===== src/sv/arpc_pkg.sv =====
package arpc_pkg;

  localparam int unsigned SLOT_W = 7;
  localparam int unsigned KEY_W  = 32;
  localparam int unsigned MAC_W  = 48;

  localparam logic [1:0] KIND_LOOKUP = 2'd0;
  localparam logic [1:0] KIND_UPDATE = 2'd1;
  localparam logic [1:0] KIND_INVAL  = 2'd2;

  localparam logic [1:0] ST_OK   = 2'd0;
  localparam logic [1:0] ST_MISS = 2'd1;
  localparam logic [1:0] ST_FULL = 2'd2;

  typedef struct packed {
    logic [1:0]        kind;
    logic [KEY_W-1:0]  ip_address;
    logic [MAC_W-1:0]  mac_address;
    logic              mac_present;
    logic [7:0]        interface_index;
    logic [7:0]        hardware_type;
    logic [15:0]       connection_handle;
    logic              force_write;
  } arpc_in_t;

  typedef struct packed {
    logic [1:0]        status;
    logic [SLOT_W-1:0] slot_index;
    logic [MAC_W-1:0]  found_mac;
    logic [7:0]        found_interface;
    logic [7:0]        found_hw_type;
    logic [15:0]       found_connection;
  } arpc_out_t;

  // Stored per-entry attributes; also what a hit carries down the chain.
  typedef struct packed {
    logic [MAC_W-1:0] mac;
    logic [7:0]       ifx;
    logic [7:0]       hwt;
    logic [15:0]      conn;
  } entry_data_t;

  // Scan token control bits passed cell to cell.
  typedef struct packed {
    logic active;
    logic found;
    logic inv_found;
  } tok_ctrl_t;

  // Write-back command broadcast to all cells.
  typedef struct packed {
    logic set;
    logic clear;
    logic mac_we;
  } wr_cmd_t;

endpackage


===== src/sv/arpc_cell.sv =====
module arpc_cell
  import arpc_pkg::*;
#(
  parameter int unsigned TABLE_ENTRIES = 128,
  parameter int unsigned INDEX         = 0
) (
  input  logic                                   clk_i,
  input  logic                                   rst_ni,
  input  logic [$clog2(TABLE_ENTRIES+1)-1:0]     used_count_i,
  input  logic [KEY_W-1:0]                       key_i,
  input  tok_ctrl_t                              tok_ctrl_i,
  input  logic [$clog2(TABLE_ENTRIES)-1:0]       hit_idx_i,
  input  logic [$clog2(TABLE_ENTRIES)-1:0]       inv_idx_i,
  input  entry_data_t                            hit_data_i,
  output tok_ctrl_t                              tok_ctrl_o,
  output logic [$clog2(TABLE_ENTRIES)-1:0]       hit_idx_o,
  output logic [$clog2(TABLE_ENTRIES)-1:0]       inv_idx_o,
  output entry_data_t                            hit_data_o,
  input  wr_cmd_t                                wr_cmd_i,
  input  logic [$clog2(TABLE_ENTRIES)-1:0]       wr_idx_i,
  input  entry_data_t                            wr_data_i
);

  localparam int unsigned IDX_W = $clog2(TABLE_ENTRIES);
  localparam int unsigned CNT_W = $clog2(TABLE_ENTRIES+1);
  localparam logic [IDX_W-1:0] MY_IDX = IDX_W'(INDEX);
  localparam logic [CNT_W-1:0] MY_CNT = CNT_W'(INDEX);

  logic              valid_q;
  logic [KEY_W-1:0]  ip_q;
  entry_data_t       data_q;

  tok_ctrl_t         ctrl_d, ctrl_q;
  logic [IDX_W-1:0]  hit_idx_d, hit_idx_q;
  logic [IDX_W-1:0]  inv_idx_d, inv_idx_q;
  entry_data_t       hit_data_d, hit_data_q;

  logic in_use;
  logic wr_sel;

  assign in_use = MY_CNT < used_count_i;
  assign wr_sel = wr_idx_i == MY_IDX;

  always_comb begin
    ctrl_d     = tok_ctrl_i;
    hit_idx_d  = hit_idx_i;
    inv_idx_d  = inv_idx_i;
    hit_data_d = hit_data_i;
    if (tok_ctrl_i.active && in_use && !tok_ctrl_i.found) begin
      if (valid_q && ip_q == key_i) begin
        ctrl_d.found = 1'b1;
        hit_idx_d    = MY_IDX;
        hit_data_d   = data_q;
      end else if (!valid_q) begin
        // later free slots override earlier ones
        ctrl_d.inv_found = 1'b1;
        inv_idx_d        = MY_IDX;
      end
    end
  end

  always_ff @(posedge clk_i or negedge rst_ni) begin
    if (!rst_ni) begin
      ctrl_q  <= '0;
      valid_q <= 1'b0;
    end else begin
      ctrl_q <= ctrl_d;
      if (wr_sel && wr_cmd_i.set) begin
        valid_q <= 1'b1;
      end else if (wr_sel && wr_cmd_i.clear) begin
        valid_q <= 1'b0;
      end
    end
  end

  always_ff @(posedge clk_i) begin
    hit_idx_q  <= hit_idx_d;
    inv_idx_q  <= inv_idx_d;
    hit_data_q <= hit_data_d;
    if (wr_sel && wr_cmd_i.set) begin
      ip_q        <= key_i;
      data_q.ifx  <= wr_data_i.ifx;
      data_q.hwt  <= wr_data_i.hwt;
      data_q.conn <= wr_data_i.conn;
      if (wr_cmd_i.mac_we) begin
        data_q.mac <= wr_data_i.mac;
      end
    end
  end

  assign tok_ctrl_o = ctrl_q;
  assign hit_idx_o  = hit_idx_q;
  assign inv_idx_o  = inv_idx_q;
  assign hit_data_o = hit_data_q;

endmodule


===== config.mk =====
export PLATFORM = sky130hd
export DESIGN_NAME = arpc_cell
export DESIGN_NICKNAME = d
export VERILOG_FILES = /design/src/sv/arpc_pkg.sv /design/src/sv/arpc_cell.sv
export SDC_FILE = /design/constraint.sdc
export NUM_CORES = 1
export LEC_CHECK = 0
export BUFFER_PORTS_ARGS = -buffer_cell sky130_fd_sc_hd__buf_2
export CELL_PAD_IN_SITES_DETAIL_PLACEMENT = 2
export CELL_PAD_IN_SITES_GLOBAL_PLACEMENT = 2
export CORE_UTILIZATION = 30
export CTS_CLUSTER_SIZE = 40
export DETAILED_ROUTE_END_ITERATION = 10
export PLACE_DENSITY = 0.79
export SKIP_CTS_REPAIR_TIMING = 1
export SLEW_MARGIN = 20
export SYNTH_ARGS = -nofsm -noshare
export SYNTH_HDL_FRONTEND = slang
export SYNTH_SLANG_ARGS = --single-unit

===== constraint.sdc =====
create_clock -name clk_i -period 2.1 [get_ports clk_i]
set_input_delay 0.315 -clock clk_i [delete_from_list [all_inputs] [get_ports clk_i]]
set_output_delay 0.315 -clock clk_i [all_outputs]
set_load 0.1 [all_outputs]

; ---- Word level (Yosys, flattened, before mapping)
; Index checks and enable logic that the tools add are counted.
[classes]
n_addsub = 0
mul = 0
div_mod_pow = 0
n_lt_le_gt_ge = 1
eq_ne = 1
n_shift = 0
mux = 13
bitwise = 0
reduce_logical = 9
[op_table]
columns = operator, n
row1 = $mux 80, 2
row2 = $mux 7, 5
row3 = $eq 32x32->1, 1
row4 = $lt 1x8->1 const A, 1
row5 = $logic_not 7->1, 1
row6 = $logic_and 1x1->1, 5
row7 = $mux 1, 5
row8 = $mux 2, 1
row9 = $reduce_and 2->1, 1
row10 = $reduce_bool 2->1, 1
row11 = $logic_not 1->1, 1
[totals]
register_bits = 210
latch_bits = 0
ram_bits = 0
mem_bits_ro = 0
out_inout_bits = 97
memories = 0

; ---- Logic depth before layout (Yosys ltp)
; Gate-level depths: netlist of run 1.
[logic_depth]
ltp_word = 4
depth_mapped = 7
ltp_nobuf = 5

; ---- Worst setup path after synthesis of run 1
; No wires, ideal clock.
[synth_path]
path_kind = input to register
from = input port wr_idx_i[2]
to = register data_q[0] in the netlist's numbering (enable)
setup_ps = 429
arrival_time_ps = 2672
t_required_ps = 1671
path_slack_ps = -1002
cell_stages = 3
cell_sequence = or4_1 -> nor4_1 -> and2_1
[synth_via]
elab_chain_len = 2
[synth_rtl]
columns = element, line
row1 = start: declaration, arpc_cell.sv:20  ; input logic [$clog2(TABLE_ENTRIES)-1:0] wr_idx_i,
row2 = $logic_not 7->1, arpc_cell.sv:42  ; assign wr_sel = wr_idx_i == MY_IDX;
row3 = $logic_and 1x1->1, arpc_cell.sv:80  ; if (wr_sel && wr_cmd_i.set) begin
row4 = end: declaration, arpc_cell.sv:31  ; entry_data_t data_q;
; Every way passes these cells.
; A chain may end at the register's enable or synchronous reset.

==> results of run 1 <==
-- layout make-up --
cell class / instances / area (sq um)
fillers: 2198 / 11660
flip-flops and latches: 210 / 5345
repair buffers: 444 / 2833
multi-input cells: 150 / 1538
clock buffers: 41 / 787.0
well taps: 285 / 356.6
clock inverters: 5 / 36.28
diodes: 3 / 7.507
inverters: 1 / 3.754
-- worst register-to-register path: stages, from the launching register on --
cell and delay (ns):
edfxtp_1 0.41, xnor2_1 0.19, nand4_1 0.15, nor4_2 0.28
buf_4 0.17, nand3_4 0.09, buf_12 0.20, mux2_4 0.40
-- sequential cells by signal (all words and copies together), names as in the netlist --
signal      count
data_q         80
hit_data_o     80
ip_q           32
hit_idx_o       7
inv_idx_o       7
tok_ctrl_o      3
valid_q         1
-- how the worst min path moves through the flow --
stage	from	endpoint	slack, ns	cells after the start
6_report	hit_idx_i[2]	hit_idx_o[2]	0.01	2
3_3_place_gp	rst_ni	tok_ctrl_o[0]	0.14	1
3_5_place_dp	rst_ni	tok_ctrl_o[0]	0.14	1
4_1_cts	rst_ni	tok_ctrl_o[1]	-0.41	1
2_1_floorplan	rst_ni	tok_ctrl_o[0]	0.02	0
5_1_grt	key_i[8]	ip_q[8]	-0.007	1
-- layout by cell type (no fill, tap or decap), types with 2 or more instances in the layout --
cell           instances
buf_2                325
edfxtp_1             112
dlygate4sd3_1        105
dfxtp_1               94
mux2_2                60
xnor2_1               27
clkbuf_16             26
mux2_4                20
buf_4                 10
clkbuf_8               8
nor2b_1                7
and2_1                 7
clkbuf_1               7
nand4_1                6
xor2_1                 4
buf_12                 4
dfrtp_1                4
diode_2                3
nor4_2                 3
nor4_1                 3
inv_6                  2
clkinv_2               2
-- cell families (layout without fill, tap and decap cells) --
group	Yosys count	in the layout	share of synthesized area
buf+inv	10	491	0.009066
other cells	0	3	0
xor+xnor	32	32	0.04062
flops	210	210	0.7748
mux	80	80	0.1415
simple gates	36	36	0.03174
compound gates	2	2	0.002358
-- cell usage after synthesis (2+ instances only) --
cell type / n
nand4_1: 6
dfrtp_1: 4
mux2_4: 20
buf_2: 5
edfxtp_1: 112
nor2b_1: 7
mux2_2: 60
dfxtp_1: 94
nand3_1: 2
and2_1: 8
nor4_1: 6
and3_1: 2
xnor2_1: 28
buf_6: 2
xor2_1: 4
-- power breakdown --
group          internal (mW)  leakage (nW)  switching [mW]
Combinational          0.442          2.43           0.975
Clock                   2.56         0.407            1.71
Sequential              4.43          1.85          0.0397
-- per-stage QoR --
| step | cell area [sq um] | utilization | std cells | power, mW | setup WS [ns] |
|---|---|---|---|---|---|
| floorplan | 6907 | - | 370 | 5.411 | -0.03123 |
| global placement | 8999 | 0.3987 | 985 | 5.751 | 0.02416 |
| detailed placement | 8999 | 0.3987 | 985 | 5.788 | -0.06572 |
| CTS | 9822 | 0.4351 | 1031 | 10.09 | -0.008015 |
| global route | 10910 | 0.4832 | 1139 | 10.49 | -0.03758 |
| finish | 10910 | 0.4832 | 1139 | 10.16 | 0.01090 |
-- layer usage --
layer	vias up	routed length (microns)	global-route usage
met4	0	810	0.05524
met3	52	1667	0.05468
met5	-	0	0
li1	2287	-	-
met2	224	13580	0.3238
met1	2399	8035	0.1655
==> flow_summary_export.csv, run 1 <==
group,metric,value,unit
timing,tightest_slew,0.5311,ns
setup_path,critPathLaunch,"key_i[21]",
global_routing,first_global_vias,5194,
yosys,synth_top_area_share,0.4875,
yosys,ys.flop_type,"edfxtp_1",
setup_path,path_class,"primary input to flop",
yosys,synth_area_per_cell,18.65,sq um
route,drt_wl_total,24.09,mm
cts,clk_pin_slew,0.06,ns
setup_path,max_stage_delay,0.54,ns
die,die_area,0.02361,sq mm
cts,cts_made_buffers,25,
global_routing,grt_pass1_wl,29.92,mm
timing,finalClockSkew,0.01514,ns
placed_design,place.gp.congestion,0.7850,
route,dr.pass1.iters,4,
placed_design,port-buffer-count,325,
cts,h-tree-depth,1,
cts,clock-sinks,210,
setup_path,r2r.worst_path.cells,7,
cts,clockRootBuffer,"clkbuf_16",
setup_path,crit_buf_inv,4,
power_and_ir_drop,leakage,4.683,nW
layout,drive_above_1_share,0.5476,
yosys,synth.area.top_cells,"edfxtp_1 49%, dfxtp_1 27%, mux2_2 9.8%, mux2_4 4.4%, xnor2_1 3.6%",
die,io_pins,326,
setup_path,critPathTopFamily,"buffers and inverters",
die,die_w,153.6,microns
timing,slew_violations,0,
global_routing,antenna_found_initial,3,
setup_path,critPathLaunchType,"primary input",
route,drc,0,
route,vias,4962,
timing,slew_headroom,0.6446,
timing,period_share,0.9948,
setup_path,r2r_slack,0.09,ns
setup_path,required,2.50,ns
timing,period_needed,2.089,ns
route,detail-route-antenna-nets,0,
layout,syn_to_final_growth,58.09,%
power_and_ir_drop,vdd_drop_max,541.2,uV
setup_path,arrival,2.48,ns
route,wl_per_cell,21.15,microns
yosys,synth_seq_cells,210,
route,drt-initial-drc-count,161,
yosys,synth_nets,599,
yosys,synth_warnings,0,
timing,final-hold-violation-count,0,
cts,cts_tree,"yes",
cts,clock_latency,0.52,ns
die,num_rows,55,
yosys,synth_top_cell_by_area,"edfxtp_1",
die,start_util,0.3057,
yosys,async_flop_share,0.01905,
timing,max_freq,478.7,MHz
setup_path,cp.depth,9,
layout,final_nets,1061,
power_and_ir_drop,p_per_area,931.7,mW/mm^2
global_routing,grt_usage,0.1671,
setup_path,crit-reg2reg-launch,"ip_q[7]",
yosys,synth_edf_count,112,
die,die_h,153.6,microns
timing,setup_viol,0,
yosys,ys_seq_area_frac,0.7748,
timing,tns,0,ns
route,via_per_inst,4.356,
run_status,status,"finished, final reports clean",
setup_path,reg2reg_to,"hit_data_o[69]",
setup_path,crit_fanout,47,
setup_path,crit_slowest_cell,"dlygate4sd3_1",
cts,clockBufferDepth,3,
placed_design,dp_hpwl,15.25,mm
die,core_area,0.02257,sq mm
setup_path,path_cells,"dlygate4sd3_1, buf_2, xnor2_1, nand4_1, nor4_2, buf_4, nand3_4, buf_12, mux2_4",
setup_path,endpoint,"hit_data_o[69]",
setup_path,cp-end-kind,"flop",
flow_run,maxCapViolCount,0,
yosys,synthCells,370,
global_routing,gr-total-overflow,0,
yosys,synth.distinct_cells,25,
worst_hold_path,hold_path_class,"primary input to flop",
timing,hold_ws,0.01389,ns
global_routing,grt_start_max_net_pins,48,
yosys,syn_area,0.006899,sq mm
Note: power is estimated with default switching activity, not from simulation.
==> run 2: changes to the inputs <==
==> constraint.sdc (replaced) <==
create_clock -name clk_i -period 2.1 [get_ports clk_i]
set_input_delay 0.21 -clock clk_i [delete_from_list [all_inputs] [get_ports clk_i]]
set_output_delay 0.21 -clock clk_i [all_outputs]
set_load 0.1 [all_outputs]
==> flow_summary_export.csv, run 2 <==
group,metric,value,unit
yosys,synth_top_cell_by_area,"edfxtp_1",
die,num_rows,55,
yosys,synth_seq_cells,210,
yosys,synth_warnings,0,
placed_design,numPlacedInstances,983,
yosys,synth.distinct_cells,25,
placed_design,place.gp.congestion,0.8094,
run_status,stop_stage,"global routing (5_1_grt)",
yosys,yosysMostFrequentCell,"edfxtp_1",
yosys,synth_common_cells,"112 x edfxtp_1, 94 x dfxtp_1, 60 x mux2_2, 28 x xnor2_1, 20 x mux2_4",
placed_design,port-buffer-count,325,
die,die_w,153.6,microns
cts,clockRootBuffer,"clkbuf_16",
yosys,synthCells,370,
yosys,synth_nets,599,
yosys,synth.area.top_cells,"edfxtp_1 49%, dfxtp_1 27%, mux2_2 9.8%, mux2_4 4.4%, xnor2_1 3.6%",
run_status,stop_error,"[ERROR RSZ-0060] Max buffer count reached.",
die,die_h,153.6,microns
die,io_pins,326,
timing,worst-ep-kind,"register input",
timing,worstEndpointGrtRepair,"hit_data_o[75]$_DFF_P_/D",
yosys,synth_top_area_share,0.4875,
yosys,synth_edf_count,112,
cts,h-tree-depth,1,
yosys,ys.flop_type,"edfxtp_1",
yosys,async_flop_share,0.01905,
yosys,syn_area,0.006899,sq mm
placed_design,placedInstanceArea,0.009021,sq mm
yosys,synth_area_per_cell,18.65,sq um
die,start_util,0.3057,
run_status,status,"aborted with a tool error",
global_routing,grt_start_max_net_pins,45,
cts,clockBufferDepth,3,
cts,clock-sinks,210,
cts,cts_made_buffers,23,
yosys,ys_seq_area_frac,0.7748,
placed_design,dp_hpwl,14.98,mm
[run 2: cell counts after synthesis]
Identical to the previous run, type by type.
[run 2: metrics by stage]
step,utilization,hold slack [ns],setup WS [ns]
floorplan,-,-0.08559,0.07377
global placement,0.3997,0.03095,0.1166
detailed placement,0.3997,0.03867,-0.003329
CTS,0.4346,-0.4984,-0.03431
[run 2: logic make-up after synthesis]
logic type	share of synthesized area
multiplexers	0.1415
XOR/XNOR	0.04062
AO/OA/AOI/OAI	0.002358
buffers and inverters	0.009066
flip-flops	0.7748
AND/OR/NAND/NOR	0.03174
==> run 3: changes to the inputs <==
--- a/config.mk
+++ b/config.mk
@@ -6,12 +6,9 @@
 export NUM_CORES = 1
 export LEC_CHECK = 0
 export BUFFER_PORTS_ARGS = -buffer_cell sky130_fd_sc_hd__buf_2
-export CELL_PAD_IN_SITES_DETAIL_PLACEMENT = 2
-export CELL_PAD_IN_SITES_GLOBAL_PLACEMENT = 2
-export CORE_UTILIZATION = 30
-export CTS_CLUSTER_SIZE = 40
+export CORE_UTILIZATION = 20
 export DETAILED_ROUTE_END_ITERATION = 10
-export PLACE_DENSITY = 0.79
+export PLACE_DENSITY_LB_ADDON = 0.15
 export SKIP_CTS_REPAIR_TIMING = 1
 export SLEW_MARGIN = 20
 export SYNTH_ARGS = -nofsm -noshare
==> flow_summary_export.csv, run 3 (synthesis results as in run 1) <==
group,metric,value,unit
run_status,status,"finished, final reports clean",
route,drc,0,
cts,clk_pin_slew,0.06,ns
timing,period_share,0.9402,
route,detail-route-antenna-nets,0,
setup_path,r2r_slack,0.13,ns
timing,slew_headroom,0.6502,
setup_path,arrival,2.39,ns
setup_path,critPathLaunch,"ip_q[25]",
setup_path,crit_fanout,12,
cts,cts_tree,"yes",
setup_path,cp.depth,8,
route,drt-initial-drc-count,149,
timing,tightest_slew,0.5284,ns
die,start_util,0.2047,
cts,clock_latency,0.53,ns
power_and_ir_drop,leakage,5.187,nW
cts,clockRootBuffer,"clkbuf_16",
global_routing,grt_usage,0.09592,
layout,drive_above_1_share,0.4871,
route,vias,5035,
placed_design,port-buffer-count,325,
layout,post-route-util,0.3652,
route,via_per_inst,3.553,
setup_path,r2r.worst_path.cells,8,
worst_hold_path,hold_path_class,"primary input to asynchronous set/reset pin",
layout,n_fill_cell,3330,
global_routing,first_global_vias,4458,
layout,final_common_cell,"buf_2",
route,wl_per_cell,13.34,microns
setup_path,endpoint,"hit_data_o[64]",
die,core_area,0.03370,sq mm
timing,finalClockSkew,0.01731,ns
setup_path,path_class,"flop to flop",
timing,period_needed,1.974,ns
setup_path,crit_slowest_cell,"edfxtp_1",
setup_path,critPathLaunchType,"flop",
setup_path,cp-end-kind,"flop",
power_and_ir_drop,vdd_drop_max,566.6,uV
layout,final_nets,1179,
layout,multi_input_area,0.001524,sq mm
die,io_pins,326,
route,dr.pass1.iters,3,
setup_path,max_stage_delay,0.37,ns
setup_path,crit_buf_inv,3,
setup_path,crit-reg2reg-launch,"ip_q[25]",
layout,antenna_cells,0,
cts,h-tree-depth,1,
placed_design,place.gp.congestion,0.7143,
flow_run,maxCapViolCount,0,
die,num_rows,67,
power_and_ir_drop,p_total,10.29,mW
timing,setup_viol,0,
layout,syn_to_final_growth,78.36,%
die,die_area,0.03524,sq mm
die,die_w,187.7,microns
setup_path,reg2reg_to,"hit_data_o[64]",
setup_path,path_cells,"xnor2_1, nand4_1, nor4_2, buf_4, nand3_4, buf_12, buf_12, mux2_4",
die,die_h,187.7,microns
placed_design,dp_hpwl,13.17,mm
timing,slew_violations,0,
cts,clock-sinks,210,
layout,layout_common_cells,"325 x buf_2, 211 x dlygate4sd3_1, 112 x edfxtp_1",
timing,fin_ws,0.1256,ns
setup_path,required,2.52,ns
power_and_ir_drop,p_per_area,835.8,mW/mm^2
route,drt_wl_total,18.90,mm
cts,cts_made_buffers,26,
timing,tns,0,ns
timing,hold_ws,0.02895,ns
timing,final-hold-violation-count,0,
layout,regArea,0.005345,sq mm
global_routing,grt_pass1_wl,25.94,mm
setup_path,cpMostUsedCell,"buf_12",
setup_path,critPathTopFamily,"simple AND/OR/NAND/NOR gates",
timing,max_freq,506.5,MHz
global_routing,gr-total-overflow,0,
placed_design,place_ws,0.01397,ns
global_routing,antenna_found_initial,0,
cts,clockBufferDepth,3,
global_routing,grt_start_max_net_pins,34,
[run 3: stage by stage]
| stage | instances | instance area, sq um |
|---|---|---|
| 2_1_floorplan | 370 | 6907 |
| 3_3_place_gp | 1153 | 9290 |
| 3_5_place_dp | 1153 | 9290 |
| 4_1_cts | 1200 | 10120 |
| 5_1_grt | 1417 | 12310 |
| 6_report | 1417 | 12310 |
[run 3: metal layers]
| layer | GRT usage | vias up | part of all wire |
|---|---|---|---|
| li1 | - | 2512 | - |
| met1 | 0.1156 | 2299 | 0.43 |
| met2 | 0.1558 | 195 | 0.47 |
| met3 | 0.03369 | 29 | 0.061 |
| met4 | 0.03784 | 0 | 0.034 |
| met5 | 0 | - | 0 |
[run 3: final cells by class]
type | count | share of cell area
Multi-Input combinational cell | 150 | 0.1238
Clock buffer | 42 | 0.06182
Clock inverter | 5 | 0.005287
Inverter | 1 | 0.0003050
Timing Repair Buffer | 561 | 0.3288
Sequential cell | 210 | 0.4344
Tap cell | 448 | 0.04555
[run 3: worst reg2reg max path, stage by stage, from the launching register on]
cell	delay [ns]
edfxtp_1	0.37
xnor2_1	0.16
nand4_1	0.15
nor4_2	0.30
buf_4	0.16
nand3_4	0.11
buf_12	0.19
buf_12	0.14
mux2_4	0.29
[run 3: how the worst min path moves through the flow]
stage,to
after CTS,tok_ctrl_o[2]
final,tok_ctrl_o[2]
after global routing,tok_ctrl_o[2]
after global placement,tok_ctrl_o[2]
after detailed placement,tok_ctrl_o[1]
after floorplan,tok_ctrl_o[0]
[run 3: power breakdown]
group / internal (mW) / switching (mW)
logic: 0.568 / 0.961
clock network: 2.59 / 1.71
registers: 4.43 / 0.0264
total: 7.59 / 2.69
